File: config.mk
export PLATFORM = sky130hd
export DESIGN_NAME = position_report_deframer_unit
export DESIGN_NICKNAME = d
export VERILOG_FILES = /design/src/sv/prd_pkg.sv /design/src/sv/prd_hunt.sv /design/src/sv/prd_outreg.sv /design/src/sv/position_report_deframer_unit.sv
export SDC_FILE = /design/constraint.sdc
export NUM_CORES = 1
export LEC_CHECK = 0
export ABC_AREA = 1
export BUFFER_PORTS_ARGS = -buffer_cell sky130_fd_sc_hd__buf_2
export CAP_MARGIN = 5
export CORE_ASPECT_RATIO = 2
export CORE_MARGIN = 2
export CORE_UTILIZATION = 50
export CTS_CLUSTER_DIAMETER = 60
export DETAILED_ROUTE_END_ITERATION = 8
export GPL_TIMING_DRIVEN = 0
export PLACE_DENSITY = 0.75
export SYNTH_ARGS = -nofsm -noshare
export SYNTH_HDL_FRONTEND = slang
export SYNTH_HIERARCHICAL = 1
export SYNTH_SLANG_ARGS = --single-unit
File: constraint.sdc
create_clock -name clk -period 11 [get_ports clk]
set_input_delay 0.55 -clock clk [delete_from_list [all_inputs] [get_ports clk]]
set_output_delay 0.55 -clock clk [all_outputs]
set_load 0.005 [all_outputs]
File: src/sv/prd_pkg.sv
// Shared constants, types and field decode for the position report deframer.
`default_nettype none

package prd_pkg;

	localparam int unsigned FRAME_LEN   = 30;
	localparam int unsigned LAST_IDX    = FRAME_LEN - 1;
	// bytes 2 .. FRAME_LEN-2 are held; the final byte is checked as it arrives
	localparam int unsigned SHIFT_DEPTH = FRAME_LEN - 3;
	localparam int unsigned IDX_W       = $clog2(SHIFT_DEPTH);
	localparam int unsigned CNT_W       = 7;

	localparam logic [7:0] MARK_HEAD = 8'hFA;
	localparam logic [7:0] MARK_TAIL = 8'hBB;

	typedef logic [7:0]                    byte_t;
	typedef logic [CNT_W-1:0]              cnt_t;
	typedef logic [SHIFT_DEPTH-1:0][7:0]   shift_t;

	typedef struct packed {
		logic at_last;     // next collected byte closes the frame
		logic frame_done;  // closing byte taken this cycle
		logic tail_good;   // both tail bytes match
	} hunt_stat_t;

	typedef struct packed {
		logic signed [15:0] tag_id;
		logic signed [31:0] pos_x;
		logic signed [31:0] pos_y;
		logic signed [31:0] pos_z;
		logic signed [15:0] var_x;
		logic signed [15:0] var_y;
		logic signed [15:0] var_z;
		logic signed [15:0] cov_xy;
		logic signed [15:0] cov_xz;
		logic signed [15:0] cov_yz;
	} result_t;

	// newest byte sits at tap 0, so frame byte k is at tap FRAME_LEN-2-k
	function automatic byte_t frame_byte(shift_t s, int unsigned k);
		return s[IDX_W'(FRAME_LEN - 2 - k)];
	endfunction

	function automatic logic [15:0] get16(shift_t s, int unsigned k);
		return {frame_byte(s, k + 1), frame_byte(s, k)};
	endfunction

	function automatic logic [31:0] get32(shift_t s, int unsigned k);
		return {get16(s, k + 2), get16(s, k)};
	endfunction

	function automatic result_t decode_frame(shift_t s);
		result_t r;
		r.tag_id = get16(s, 2);
		r.pos_x  = get32(s, 4);
		r.pos_y  = get32(s, 8);
		r.pos_z  = get32(s, 12);
		r.var_x  = get16(s, 16);
		r.var_y  = get16(s, 18);
		r.var_z  = get16(s, 20);
		r.cov_xy = get16(s, 22);
		r.cov_xz = get16(s, 24);
		r.cov_yz = get16(s, 26);
		return r;
	endfunction

endpackage

`default_nettype wire

File: src/sv/prd_hunt.sv
// Header hunt, byte counter and frame shift line.
`default_nettype none

module prd_hunt
	import prd_pkg::*;
(
	input  wire logic       clk,
	input  wire logic       arst_n,
	input  wire logic       accept,
	input  wire byte_t      rx_byte,
	output hunt_stat_t      stat,
	output shift_t          shift
);

	logic   prev_mark_q;
	cnt_t   count_q;
	shift_t shift_q;
	logic   collecting;
	logic   at_last;

	assign collecting      = (count_q != '0);
	assign at_last         = (count_q == CNT_W'(LAST_IDX));
	assign stat.at_last    = at_last;
	assign stat.frame_done = accept && at_last;
	assign stat.tail_good  = (shift_q[0] == MARK_TAIL) && (rx_byte == MARK_TAIL);
	assign shift           = shift_q;

	always_ff @(posedge clk or negedge arst_n) begin
		if (!arst_n) begin
			prev_mark_q <= 1'b0;
			count_q     <= '0;
		end else if (accept) begin
			if (!collecting) begin
				if (rx_byte == MARK_HEAD) begin
					if (prev_mark_q) begin
						count_q     <= CNT_W'(2);
						prev_mark_q <= 1'b0;
					end else begin
						prev_mark_q <= 1'b1;
					end
				end else begin
					prev_mark_q <= 1'b0;
				end
			end else if (at_last) begin
				count_q     <= '0;
				prev_mark_q <= 1'b0;
			end else begin
				count_q <= count_q + CNT_W'(1);
			end
		end
	end

	// payload shift line, only moves while gathering the frame body
	always_ff @(posedge clk) begin
		if (accept && collecting && !at_last) begin
			shift_q <= {shift_q[SHIFT_DEPTH-2:0], rx_byte};
		end
	end

endmodule

`default_nettype wire

File: src/sv/prd_outreg.sv
// Field decode and result output register.
`default_nettype none

module prd_outreg
	import prd_pkg::*;
(
	input  wire logic   clk,
	input  wire logic   arst_n,
	input  wire logic   load,
	input  wire shift_t shift,
	input  wire logic   out_ready,
	output logic        out_valid,
	output result_t     result
);

	logic    valid_q;
	result_t result_q;

	always_ff @(posedge clk or negedge arst_n) begin
		if (!arst_n) begin
			valid_q <= 1'b0;
		end else if (load) begin
			valid_q <= 1'b1;
		end else if (out_ready) begin
			valid_q <= 1'b0;
		end
	end

	always_ff @(posedge clk) begin
		if (load) begin
			result_q <= decode_frame(shift);
		end
	end

	assign out_valid = valid_q;
	assign result    = result_q;

endmodule

`default_nettype wire

File: src/sv/position_report_deframer_unit.sv
// Top level of the position report deframer: byte stream in, decoded reports out.
// A report is valid the cycle after the transaction carrying its last tail byte.
// Throughput: one byte per cycle; in_ready drops only when the closing byte of a frame
// arrives while the previous report still waits in the output register.
// Reset (arst_n, async, active low) clears the hunt state, counter and output valid.
`default_nettype none

module position_report_deframer_unit
	import prd_pkg::*;
(
	input  wire logic               clk,
	input  wire logic               arst_n,
	input  wire logic               in_valid,
	output logic                    in_ready,
	input  wire logic [7:0]         rx_byte,
	output logic                    out_valid,
	input  wire logic               out_ready,
	output logic signed [15:0]      tag_id,
	output logic signed [31:0]      pos_x,
	output logic signed [31:0]      pos_y,
	output logic signed [31:0]      pos_z,
	output logic signed [15:0]      var_x,
	output logic signed [15:0]      var_y,
	output logic signed [15:0]      var_z,
	output logic signed [15:0]      cov_xy,
	output logic signed [15:0]      cov_xz,
	output logic signed [15:0]      cov_yz
);

	hunt_stat_t stat;
	shift_t     shift;
	result_t    result;
	logic       accept;
	logic       load;

	// Only the closing byte of a frame can produce a report, so only that byte
	// has to wait for the output register; every other byte flows freely.
	assign in_ready = !(stat.at_last && out_valid && !out_ready);
	assign accept   = in_valid && in_ready;

	// Report loads when the frame closes with a good tail; a bad tail just
	// drops the frame and the hunt restarts with the next byte.
	assign load = stat.frame_done && stat.tail_good;

	prd_hunt u_hunt (
		.clk     (clk),
		.arst_n  (arst_n),
		.accept  (accept),
		.rx_byte (rx_byte),
		.stat    (stat),
		.shift   (shift)
	);

	prd_outreg u_outreg (
		.clk       (clk),
		.arst_n    (arst_n),
		.load      (load),
		.shift     (shift),
		.out_ready (out_ready),
		.out_valid (out_valid),
		.result    (result)
	);

	assign tag_id = result.tag_id;
	assign pos_x  = result.pos_x;
	assign pos_y  = result.pos_y;
	assign pos_z  = result.pos_z;
	assign var_x  = result.var_x;
	assign var_y  = result.var_y;
	assign var_z  = result.var_z;
	assign cov_xy = result.cov_xy;
	assign cov_xz = result.cov_xz;
	assign cov_yz = result.cov_yz;

endmodule

`default_nettype wire

==> results.sh, run 1 <==
export IMPL_status="complete, no violations"
export IMPL_intPower_w=0.00281
export IMPL_antenna_found_initial=0
export IMPL_cp_common_cell="nand2_1"
export IMPL_worst_slew_pin_slew_ns=0.656
export IMPL_yosysSeqAreaShare_pct=96.1
export IMPL_cp_cell_sequence="inv_1, ha_1, nand2_1, nor2_2, nand2_2, inv_2, buf_4, nand2_1, nor2_2, nor2_1, inv_1, nor2_1, nand2_1, inv_8, buf_16"
export IMPL_post_dp_hpwl_um=12300
export IMPL_setup_viol=0
export IMPL_grt_overflow=0
export IMPL_grt_usage_pct=14.4
export IMPL_core_um2=26700
export IMPL_critPathSlowestCell="buf_16"
export IMPL_rows=85
export IMPL_path_delay_family="buffers and inverters"
export IMPL_clk_pin_slew_worst_paths_ns=0.06
export IMPL_worst_path_stages=15
export IMPL_synth_fp_nets=553
export IMPL_startpoint_type="register"
export IMPL_cts_buffers=37
export IMPL_static_leakage_power_nw=5.87
export IMPL_power_density_nw_per_um2=220
export IMPL_synth_simple_area_share_pct=2.64
export IMPL_hold_viol_final=0
export IMPL_fin_ws_ns=7.64
export IMPL_worstSetupEndpointType="register"
export IMPL_synth_cell_types=24
export IMPL_rsz0062_at_grt="no"
export IMPL_clock_sinks=433
export IMPL_power_switching_w=0.000769
export IMPL_ioPinCount=222
export IMPL_diodes=0
export IMPL_r2r_cells=15
export IMPL_timing_hold_ws_ns=0.228
export IMPL_fin_crit_ns=3.36
export IMPL_preCtsSetupSlack_ns=7.60
export IMPL_synth_top_family_by_area="simple AND/OR/NAND/NOR gates"
export IMPL_grt_pass1_wl_um=31400
export IMPL_p_seq_share_pct=62.1
export IMPL_place_congestion=0.771
export IMPL_ys_seq_elements=433
export IMPL_root_buffer="clkbuf_16"
export IMPL_start_util_pct=50.5
export IMPL_synth_fa_ha_area_share_pct=0.278
export IMPL_wl_um=20800
export IMPL_dr_pass1_iters=4
export IMPL_cp_num_buf_inv=6
export IMPL_p_total_w=0.00358
export IMPL_cp_arrival_ns=3.51
export IMPL_fmax_mhz=298
export IMPL_crit_type="register to register"
export IMPL_worstPathRequired_ns=11.15
export IMPL_htreeDepth=2
export IMPL_die_width_um=120
export IMPL_p_comb_share_pct=4.9
export IMPL_critPathMaxFanout=130
export IMPL_cts_setup_buffers=0
export IMPL_utilization_pct=61.1
export IMPL_syn_area_um2=13500
export IMPL_synth_mux_area_share_pct=0
export IMPL_area_growth_pct=21.0
export IMPL_hold_class="primary input to register"
export IMPL_cpPeakStageDelay_ns=0.51
export IMPL_cts_tree="done"
export IMPL_clk_latency_ns=0.52
export IMPL_sw_frac_of_total_pct=21.5
export IMPL_dieArea_um2=28400
export IMPL_maxSlewViolCount=0
export IMPL_avgSynthCellArea_um2=25.1
export IMPL_first_iter_violations=434
export IMPL_clock_path_buffers=3
export IMPL_grt_pass1_vias=5658
export IMPL_syn_inst=538
export IMPL_finalNetCount=822
export IMPL_synth_compound_area_share_pct=0.167
export IMPL_p_clk_share_pct=33.0
export IMPL_post_route_period_util_pct=30.5
export IMPL_cap_violations=0
export IMPL_drive_gt1_share_pct=36.0
export IMPL_drc=0
export IMPL_vias_per_cell=4.88
export IMPL_hold_path_depth=1
export IMPL_yosysWarnings=6
export IMPL_irDropWorstVdd_v=0.000171
export IMPL_synth_xor_area_share_pct=0.130
export IMPL_ant_nets=0
export IMPL_wl_per_cell_um=17.6
export IMPL_fin_worst_skew_ns=0.0159
export IMPL_dieHeight_um=236
export IMPL_slew_headroom_pct=56.2
export IMPL_grt_max_degree=131
export IMPL_num_vias=5748
export IMPL_tns_ns=0
export IMPL_port_buffer_count=221
## cells in the final DEF (no fill, tap or decap), drive strengths merged
| cell type | Yosys | layout |
|---|---|---|
| clkbuf | 0 | 43 |
| ha | 3 | 3 |
| nor3 | 1 | 1 |
| o21bai | 1 | 1 |
| edfxtp | 424 | 424 |
| inv | 19 | 21 |
| clkinv | 1 | 17 |
| nand2 | 36 | 36 |
| dlygate4sd3 | 0 | 1 |
| dfrtp | 9 | 9 |
| xor2 | 1 | 1 |
| nand3 | 11 | 11 |
| clkinvlp | 0 | 2 |
| nand4 | 5 | 5 |
| buf | 2 | 231 |
| o21ai | 2 | 2 |
| nor2 | 21 | 21 |
| a21oi | 1 | 1 |
| xnor2 | 1 | 1 |
## stage by stage
step	instances	cell area (µm²)
final	1179	16300
after global routing	1179	16300
after CTS	1179	16300
after detailed placement	1115	15200
after global placement	1107	15000
after floorplan	538	13500
## worst paths after layout
check	from	to	slack, ns
max	u_hunt/count_q[1]	u_outreg/result[73]	7.64
min reg2reg	u_hunt/shift[209]	u_outreg/result[193]	0.42
max reg2reg	u_hunt/count_q[1]	u_outreg/result[73]	7.64
min	rx_byte[4]	u_hunt/shift[4]	0.23
max in group asynchronous	arst_n	u_hunt/prev_mark_q	10.38
min in group asynchronous	arst_n	u_hunt/count_q[2]	0.43
## power groups by stage
stage | registers, W | clock network (W) | logic [W]
6_report | 0.00223 | 0.00118 | 0.000176
5_1_grt | 0.00225 | 0.00128 | 0.000195
4_1_cts | 0.00223 | 0.00122 | 0.000179
3_5_place_dp | 0.00226 | 0 | 0.000178
3_3_place_gp | 0.00229 | 0 | 0.000136
2_1_floorplan | 0.00224 | 0 | 0.000108
## per-layer routing
layer / track usage (%) / wire, µm / vias to the layer above / part of all wire, %
li1: - / - / 2619 / -
met1: 19.5 / 8680 / 2826 / 42
met4: 4.85 / 439 / 0 / 2.1
met5: 0 / 0 / - / 0
met3: 5.88 / 2150 / 34 / 10
met2: 21.6 / 9490 / 269 / 46
## final cells by class
cell class	count	area (µm²)
inverters	20	82.6
fillers	1809	10400
clock buffers	43	970
multi-input cells	83	440
plain buffers	2	18.8
flip-flops and latches	433	13000
well taps	348	435
repair buffers	230	1290
clock inverters	20	125
## synthesized netlist by cell type, drive strengths merged
| cell | n | share of area (%) |
|---|---|---|
| ha | 3 | 0.28 |
| a21oi | 1 | 0.037 |
| nor2 | 21 | 0.70 |
| buf | 2 | 0.14 |
| clkinv | 1 | 0.028 |
| o21ai | 2 | 0.074 |
| nand4 | 5 | 0.23 |
| xnor2 | 1 | 0.065 |
| xor2 | 1 | 0.065 |
| o21bai | 1 | 0.056 |
| dfrtp | 9 | 1.7 |
| edfxtp | 424 | 94 |
| nand3 | 11 | 0.48 |
| nor3 | 1 | 0.037 |
| inv | 19 | 0.53 |
| nand2 | 36 | 1.2 |
## kinds of logic after synthesis
logic type / Yosys count
AOI/OAI and AO/OA: 4
DFF: 433
buffers and inverters: 22
xor gates and xnor gates: 2
and+or+nand+nor: 74
adders and majority gates: 3
## worst register-to-register path, stage by stage (launching register included)
cell     delay (ns)
dfrtp_1        0.42
inv_1          0.09
ha_1           0.18
nand2_1        0.08
nor2_2         0.04
nand2_2        0.12
inv_2          0.10
buf_4          0.14
nand2_1        0.07
nor2_2         0.04
nor2_1         0.32
inv_1          0.09
nor2_1         0.12
nand2_1        0.14
inv_8          0.42
buf_16         0.51
## state kept, by name (all words and copies together), names as in the netlist
name and flops:
u_outreg/result 208, u_outreg/out_valid 1, u_hunt/count_q 7, u_hunt/prev_mark_q 1, u_hunt/shift 216
## what timing repair did
action                    4_1_cts  5_1_grt
gates resized for setup         0        0
hold endpoints to repair        9        0
hold buffers                    1        0
Note: power is estimated with default switching activity, not from simulation.
==> run 2, diff against run 1 <==
- CORE_UTILIZATION: 50 -> 52
- PLACE_DENSITY: 0.75 -> 0.74
- clock period: 11 -> 3.1 ns (I/O delays scaled with it)
==> results.sh, run 2 (synthesis results as in run 1) <==
export IMPL_port_buffer_count=221
export IMPL_post_route_period_util_pct=93.9
export IMPL_hold_path_depth=6
export IMPL_grt_max_degree=47
export IMPL_fmax_mhz=343
export IMPL_dr_pass1_iters=4
export IMPL_maxSlewViolCount=0
export IMPL_worstPathRequired_ns=3.32
export IMPL_area_growth_pct=23.7
export IMPL_final_cell_mix="424 x edfxtp_1, 221 x buf_2, 37 x clkbuf_16"
export IMPL_power_density_nw_per_um2=785
export IMPL_clock_path_buffers=3
export IMPL_start_util_pct=52.8
export IMPL_grt_pass1_vias=5786
export IMPL_r2r_cells=15
export IMPL_drc=0
export IMPL_irDropWorstVdd_v=0.000551
export IMPL_cts_resized=0
export IMPL_static_leakage_power_nw=6.01
export IMPL_dpl_cell_area_um2=15300
export IMPL_vias_per_cell=4.84
export IMPL_ant_nets=0
export IMPL_clk_latency_ns=0.53
export IMPL_num_vias=5787
export IMPL_grt_overflow=0
export IMPL_clk_pin_slew_worst_paths_ns=0.07
export IMPL_layout_commonest_cell="edfxtp_1"
export IMPL_largest_register_ffs=216
export IMPL_n_fill_cell=1680
export IMPL_finalInstanceArea_um2=16700
export IMPL_multi_input_area_um2=469
export IMPL_antenna_found_initial=0
export IMPL_hold_class="primary input to register"
export IMPL_ioPinCount=222
export IMPL_rr_startpoint="u_hunt/count_q[1]"
export IMPL_die_width_um=118
export IMPL_grt_usage_pct=15.6
export IMPL_worst_slew_pin_slew_ns=0.598
export IMPL_grt_pass1_wl_um=32500
export IMPL_dieArea_um2=27300
export IMPL_seqCellArea_um2=13000
export IMPL_slew_headroom_pct=60.1
export IMPL_root_buffer="clkbuf_16"
export IMPL_wl_um=21700
export IMPL_hold_viol_final=0
export IMPL_first_iter_violations=356
export IMPL_worstSetupEndpointType="register"
export IMPL_startpoint_type="register"
export IMPL_post_dp_hpwl_um=13300
export IMPL_dieHeight_um=232
export IMPL_wl_per_cell_um=18.1
export IMPL_worst_r2r_setup_slack_ns=0.19
export IMPL_hp_start="in_valid"
export IMPL_status="complete, no violations"
export IMPL_p_total_w=0.0131
export IMPL_hold_end="u_hunt/prev_mark_q"
export IMPL_fin_worst_skew_ns=0.0153
export IMPL_htreeDepth=2
export IMPL_cpPeakStageDelay_ns=0.44
export IMPL_rsz0062_at_grt="no"
export IMPL_setup_viol=0
export IMPL_crit_type="register to register"
export IMPL_tns_ns=0
export IMPL_rows=83
export IMPL_diodes=0
export IMPL_fin_crit_ns=2.91
export IMPL_reg2reg_to="u_hunt/shift[78]"
export IMPL_place_congestion=0.715
export IMPL_finalNetCount=842
export IMPL_cts_buffers=36
export IMPL_drive_gt1_share_pct=36.8
export IMPL_critPathSlowestCell="nor2_4"
export IMPL_cap_violations=0
export IMPL_core_um2=25500
export IMPL_cp_arrival_ns=3.13
export IMPL_cp_cell_sequence="inv_1, ha_2, nand2_1, nor2_2, nand2_2, inv_2, buf_6, nand2_4, nor2_4, nor2_4, nand2_4, nor2_4, buf_16, buf_16, buf_16"
export IMPL_critPathMaxFanout=24
export IMPL_cts_tree="done"
export IMPL_clock_sinks=433
==> run 2: cell count changes in the layout (fill, tap and decap cells not counted), sizes merged <==
cell,previous run,this run
dlygate4sd3,1,12
nor2,21,22
clkinvlp,2,8
buf,231,240
bufinv,0,4
clkinv,17,11
inv,21,22
clkbuf,43,41
==> run 2: where the power goes <==
| group | switching, W | leakage (nW) | internal [W] |
|---|---|---|---|
| combinational | 0.000432 | 1.37 | 0.000216 |
| sequential | 0.000373 | 4.08 | 0.00753 |
| clock | 0.00199 | 0.562 | 0.00255 |
| total | 0.00279 | 6.01 | 0.0103 |
==> run 2: area by class of cell <==
class                           count  share of cell area (%)
Sequential cell                   433                    77.7
Timing Repair Buffer              250                    9.15
Inverter                           20                   0.473
Clock buffer                       41                    5.64
Buffer                              2                   0.135
Multi-Input combinational cell     84                    2.81
Tap cell                          340                    2.55
Clock inverter                     25                    1.52
==> run 2: metal layers <==
| layer | track usage [%] | wire, µm | part of all wire [%] | up-vias |
|---|---|---|---|---|
| li1 | - | - | - | 2670 |
| met1 | 18.2 | 8200 | 38 | 2858 |
| met2 | 27.3 | 11400 | 52 | 220 |
| met3 | 4.20 | 1490 | 6.9 | 39 |
| met4 | 6.14 | 623 | 2.9 | 0 |
| met5 | 0 | 0 | 0 | - |
==> run 2: metrics by stage <==
| stage | cells | setup slack [ns] | utilization [%] | hold WS, ns |
|---|---|---|---|---|
| after global routing | 1195 | 0.0225 | 65.3 | 0.112 |
| after CTS | 1189 | 0.00898 | 65.1 | 0.0371 |
| after global placement | 1099 | -3.31 | 58.9 | 0.0263 |
| after detailed placement | 1111 | -0.0175 | 60.0 | 0.0297 |
| after floorplan | 538 | -1.88 | - | -0.141 |
| final | 1195 | 0.188 | 65.3 | 0.0699 |
==> run 2: critical path, delay by kind of cell, from the launching register on <==
family | cells | cell delay (ns)
buf+inv | 6 | 0.93
simple gates | 8 | 1.06
flops | 1 | 0.42
fa+ha+maj | 1 | 0.18
==> run 2: worst max-delay path by stage <==
stage / start / endpoint / slack, ns / cells after the start
floorplan: u_hunt/count_q[1] / u_hunt/shift[0] / -1.88 / 12
global placement: u_hunt/count_q[1] / u_hunt/shift[164] / -3.31 / 12
detailed placement: u_hunt/count_q[1] / u_hunt/shift[207] / -0.02 / 15
finish: u_hunt/count_q[1] / u_hunt/shift[78] / 0.19 / 15
global route: u_hunt/count_q[1] / u_hunt/shift[207] / 0.02 / 15
CTS: u_hunt/count_q[1] / u_hunt/shift[207] / 0.009 / 15
==> run 2: what timing repair did <==
action / 4_1_cts / 5_1_grt
endpoints found under the hold margin: 18 / 0
pin swaps: 1 / 1
buffers inserted: 0 / 5
hold buffers: 12 / 0
gates cloned: 0 / 1
setup endpoints to repair: 24 / 167
==> run 3, diff against run 2 <==
- CORE_UTILIZATION: 52 -> 37
- PLACE_DENSITY: 0.74 -> not set
==> results.sh, run 3 (synthesis results as in run 1) <==
export IMPL_sw_frac_of_total_pct=21.3
export IMPL_intPower_w=0.0104
export IMPL_cts_buffers=38
export IMPL_antenna_found_initial=0
export IMPL_dieHeight_um=274
export IMPL_area_growth_pct=25.2
export IMPL_largest_register_ffs=216
export IMPL_drc=0
export IMPL_clock_path_buffers=3
export IMPL_maxSlewViolCount=0
export IMPL_startpoint_type="register"
export IMPL_worstSetupEndpointType="register"
export IMPL_rr_startpoint="u_hunt/count_q[1]"
export IMPL_slew_headroom_pct=69.1
export IMPL_fin_crit_ns=2.76
export IMPL_power_density_nw_per_um2=785
export IMPL_dr_pass1_iters=4
export IMPL_die_width_um=139
export IMPL_finalNetCount=848
export IMPL_setup_viol=0
export IMPL_r2r_cells=16
export IMPL_irDropWorstVdd_v=0.000607
export IMPL_cts_resized=0
export IMPL_htreeDepth=2
export IMPL_num_vias=5856
export IMPL_p_total_w=0.0132
export IMPL_grt_pass1_vias=5963
export IMPL_p_clk_share_pct=35.5
export IMPL_vias_per_cell=4.47
export IMPL_clk_latency_ns=0.53
export IMPL_ant_nets=0
export IMPL_grt_max_degree=45
export IMPL_multi_input_area_um2=463
export IMPL_static_leakage_power_nw=6.08
export IMPL_p_seq_share_pct=59.6
export IMPL_root_buffer="clkbuf_16"
export IMPL_post_dp_hpwl_um=14500
export IMPL_grt_pass1_wl_um=34700
export IMPL_dpl_cell_area_um2=15400
export IMPL_cts_tree="done"
export IMPL_p_comb_share_pct=4.9
export IMPL_fmax_mhz=363
export IMPL_tns_ns=0
export IMPL_wl_per_cell_um=17.5
export IMPL_layout_commonest_cell="edfxtp_1"
export IMPL_seqCellArea_um2=13000
export IMPL_critPathMaxFanout=42
export IMPL_hp_start="in_valid"
export IMPL_reg2reg_to="u_outreg/result[171]"
export IMPL_status="complete, no violations"
export IMPL_place_congestion=0.725
export IMPL_rsz0062_at_grt="no"
export IMPL_crit_type="register to register"
export IMPL_hold_class="primary input to register"
export IMPL_cap_violations=0
export IMPL_wl_um=22900
export IMPL_grt_usage_pct=11.7
export IMPL_worstPathRequired_ns=3.31
export IMPL_hold_end="u_hunt/prev_mark_q"
export IMPL_finalInstanceArea_um2=16900
export IMPL_worst_r2r_setup_slack_ns=0.34
export IMPL_cp_arrival_ns=2.97
export IMPL_clock_sinks=433
export IMPL_port_buffer_count=221
export IMPL_first_iter_violations=394
export IMPL_ioPinCount=222
export IMPL_rows=98
export IMPL_grt_overflow=0
export IMPL_drive_gt1_share_pct=37.0
export IMPL_n_fill_cell=2945
export IMPL_power_switching_w=0.00282
export IMPL_worst_slew_pin_slew_ns=0.461
export IMPL_hold_path_depth=6
export IMPL_fin_worst_skew_ns=0.0175
export IMPL_final_cell_mix="424 x edfxtp_1, 221 x buf_2, 41 x clkbuf_16"
export IMPL_diodes=0
export IMPL_dieArea_um2=38100
export IMPL_start_util_pct=37.7
export IMPL_hold_viol_final=0
export IMPL_post_route_period_util_pct=89.0
export IMPL_core_um2=35800
export IMPL_clk_pin_slew_worst_paths_ns=0.07
==> run 3: cell types whose count changed in the layout (fill, tap and decap cells not counted), sizes merged <==
cell,before,now
clkbuf,41,48
dlygate4sd3,12,11
inv,22,20
buf,240,246
clkinv,11,15
nor2,22,21
clkinvlp,8,2
bufinv,4,3
==> run 3: power by group through the flow <==
stage          Sequential [W]  Combinational, W  Clock [W]
2_1_floorplan         0.00791          0.000388          0
3_3_place_gp          0.00805          0.000508          0
3_5_place_dp          0.00802          0.000637          0
4_1_cts               0.00791          0.000647    0.00490
5_1_grt               0.00798          0.000729    0.00509
6_report              0.00790          0.000645    0.00471
==> run 3: area by class of cell <==
cell class	instances	area share (%)
Sequential cell	433	76.8
Buffer	2	0.133
Tap cell	450	3.34
Timing Repair Buffer	255	9.16
Clock buffer	48	6.23
Multi-Input combinational cell	83	2.74
Inverter	20	0.467
Clock inverter	20	1.16
==> run 3: routing by layer <==
metal	GRT usage [%]	wire length, µm	vias to the layer above
li1	-	-	2681
met1	13.5	8810	2915
met2	20.3	11800	218
met3	3.65	1690	42
met4	4.63	622	0
met5	0	0	-
==> run 3: metrics by stage <==
step / util [%] / std cells / hold slack (ns) / worst slack, ns
after floorplan: - / 538 / -0.141 / -1.88
after global placement: 42.4 / 1209 / 0.0354 / -3.51
after detailed placement: 43.1 / 1221 / 0.0325 / 0.107
after CTS: 46.9 / 1300 / 0.0536 / 0.0910
after global routing: 47.1 / 1311 / 0.109 / 0.150
final: 47.1 / 1311 / 0.0866 / 0.342
==> run 3: what timing repair did <==
| item | 4_1_cts | 5_1_grt |
|---|---|---|
| hold buffers | 11 | 0 |
| setup endpoints to repair | 0 | 173 |
| setup buffers | 0 | 11 |
| hold endpoints to repair | 18 | 0 |
==> run 3: worst max path at each step <==
stage | from | endpoint | slack (ns) | cells after the start
2_1_floorplan | u_hunt/count_q[1] | u_hunt/shift[0] | -1.88 | 12
3_3_place_gp | u_hunt/count_q[0] | u_outreg/result[178] | -3.51 | 13
3_5_place_dp | u_hunt/count_q[1] | u_outreg/result[170] | 0.11 | 16
4_1_cts | u_hunt/count_q[1] | u_outreg/result[179] | 0.09 | 16
5_1_grt | u_hunt/count_q[1] | u_outreg/result[179] | 0.15 | 16
6_report | u_hunt/count_q[1] | u_outreg/result[171] | 0.34 | 16
==> run 3: worst max-delay path, stage by stage (launching register included) <==
cell and delay [ns]:
dfrtp_1 0.42, inv_1 0.09, ha_2 0.18, nand2_1 0.07, nor2_2 0.04, nand2_2 0.13
inv_2 0.09, buf_6 0.13, nand2_4 0.06, nor2_4 0.04, nor2_4 0.16, inv_1 0.05
nor2_1 0.13, nand2_1 0.10, clkinvlp_4 0.20, buf_12 0.25, buf_12 0.27
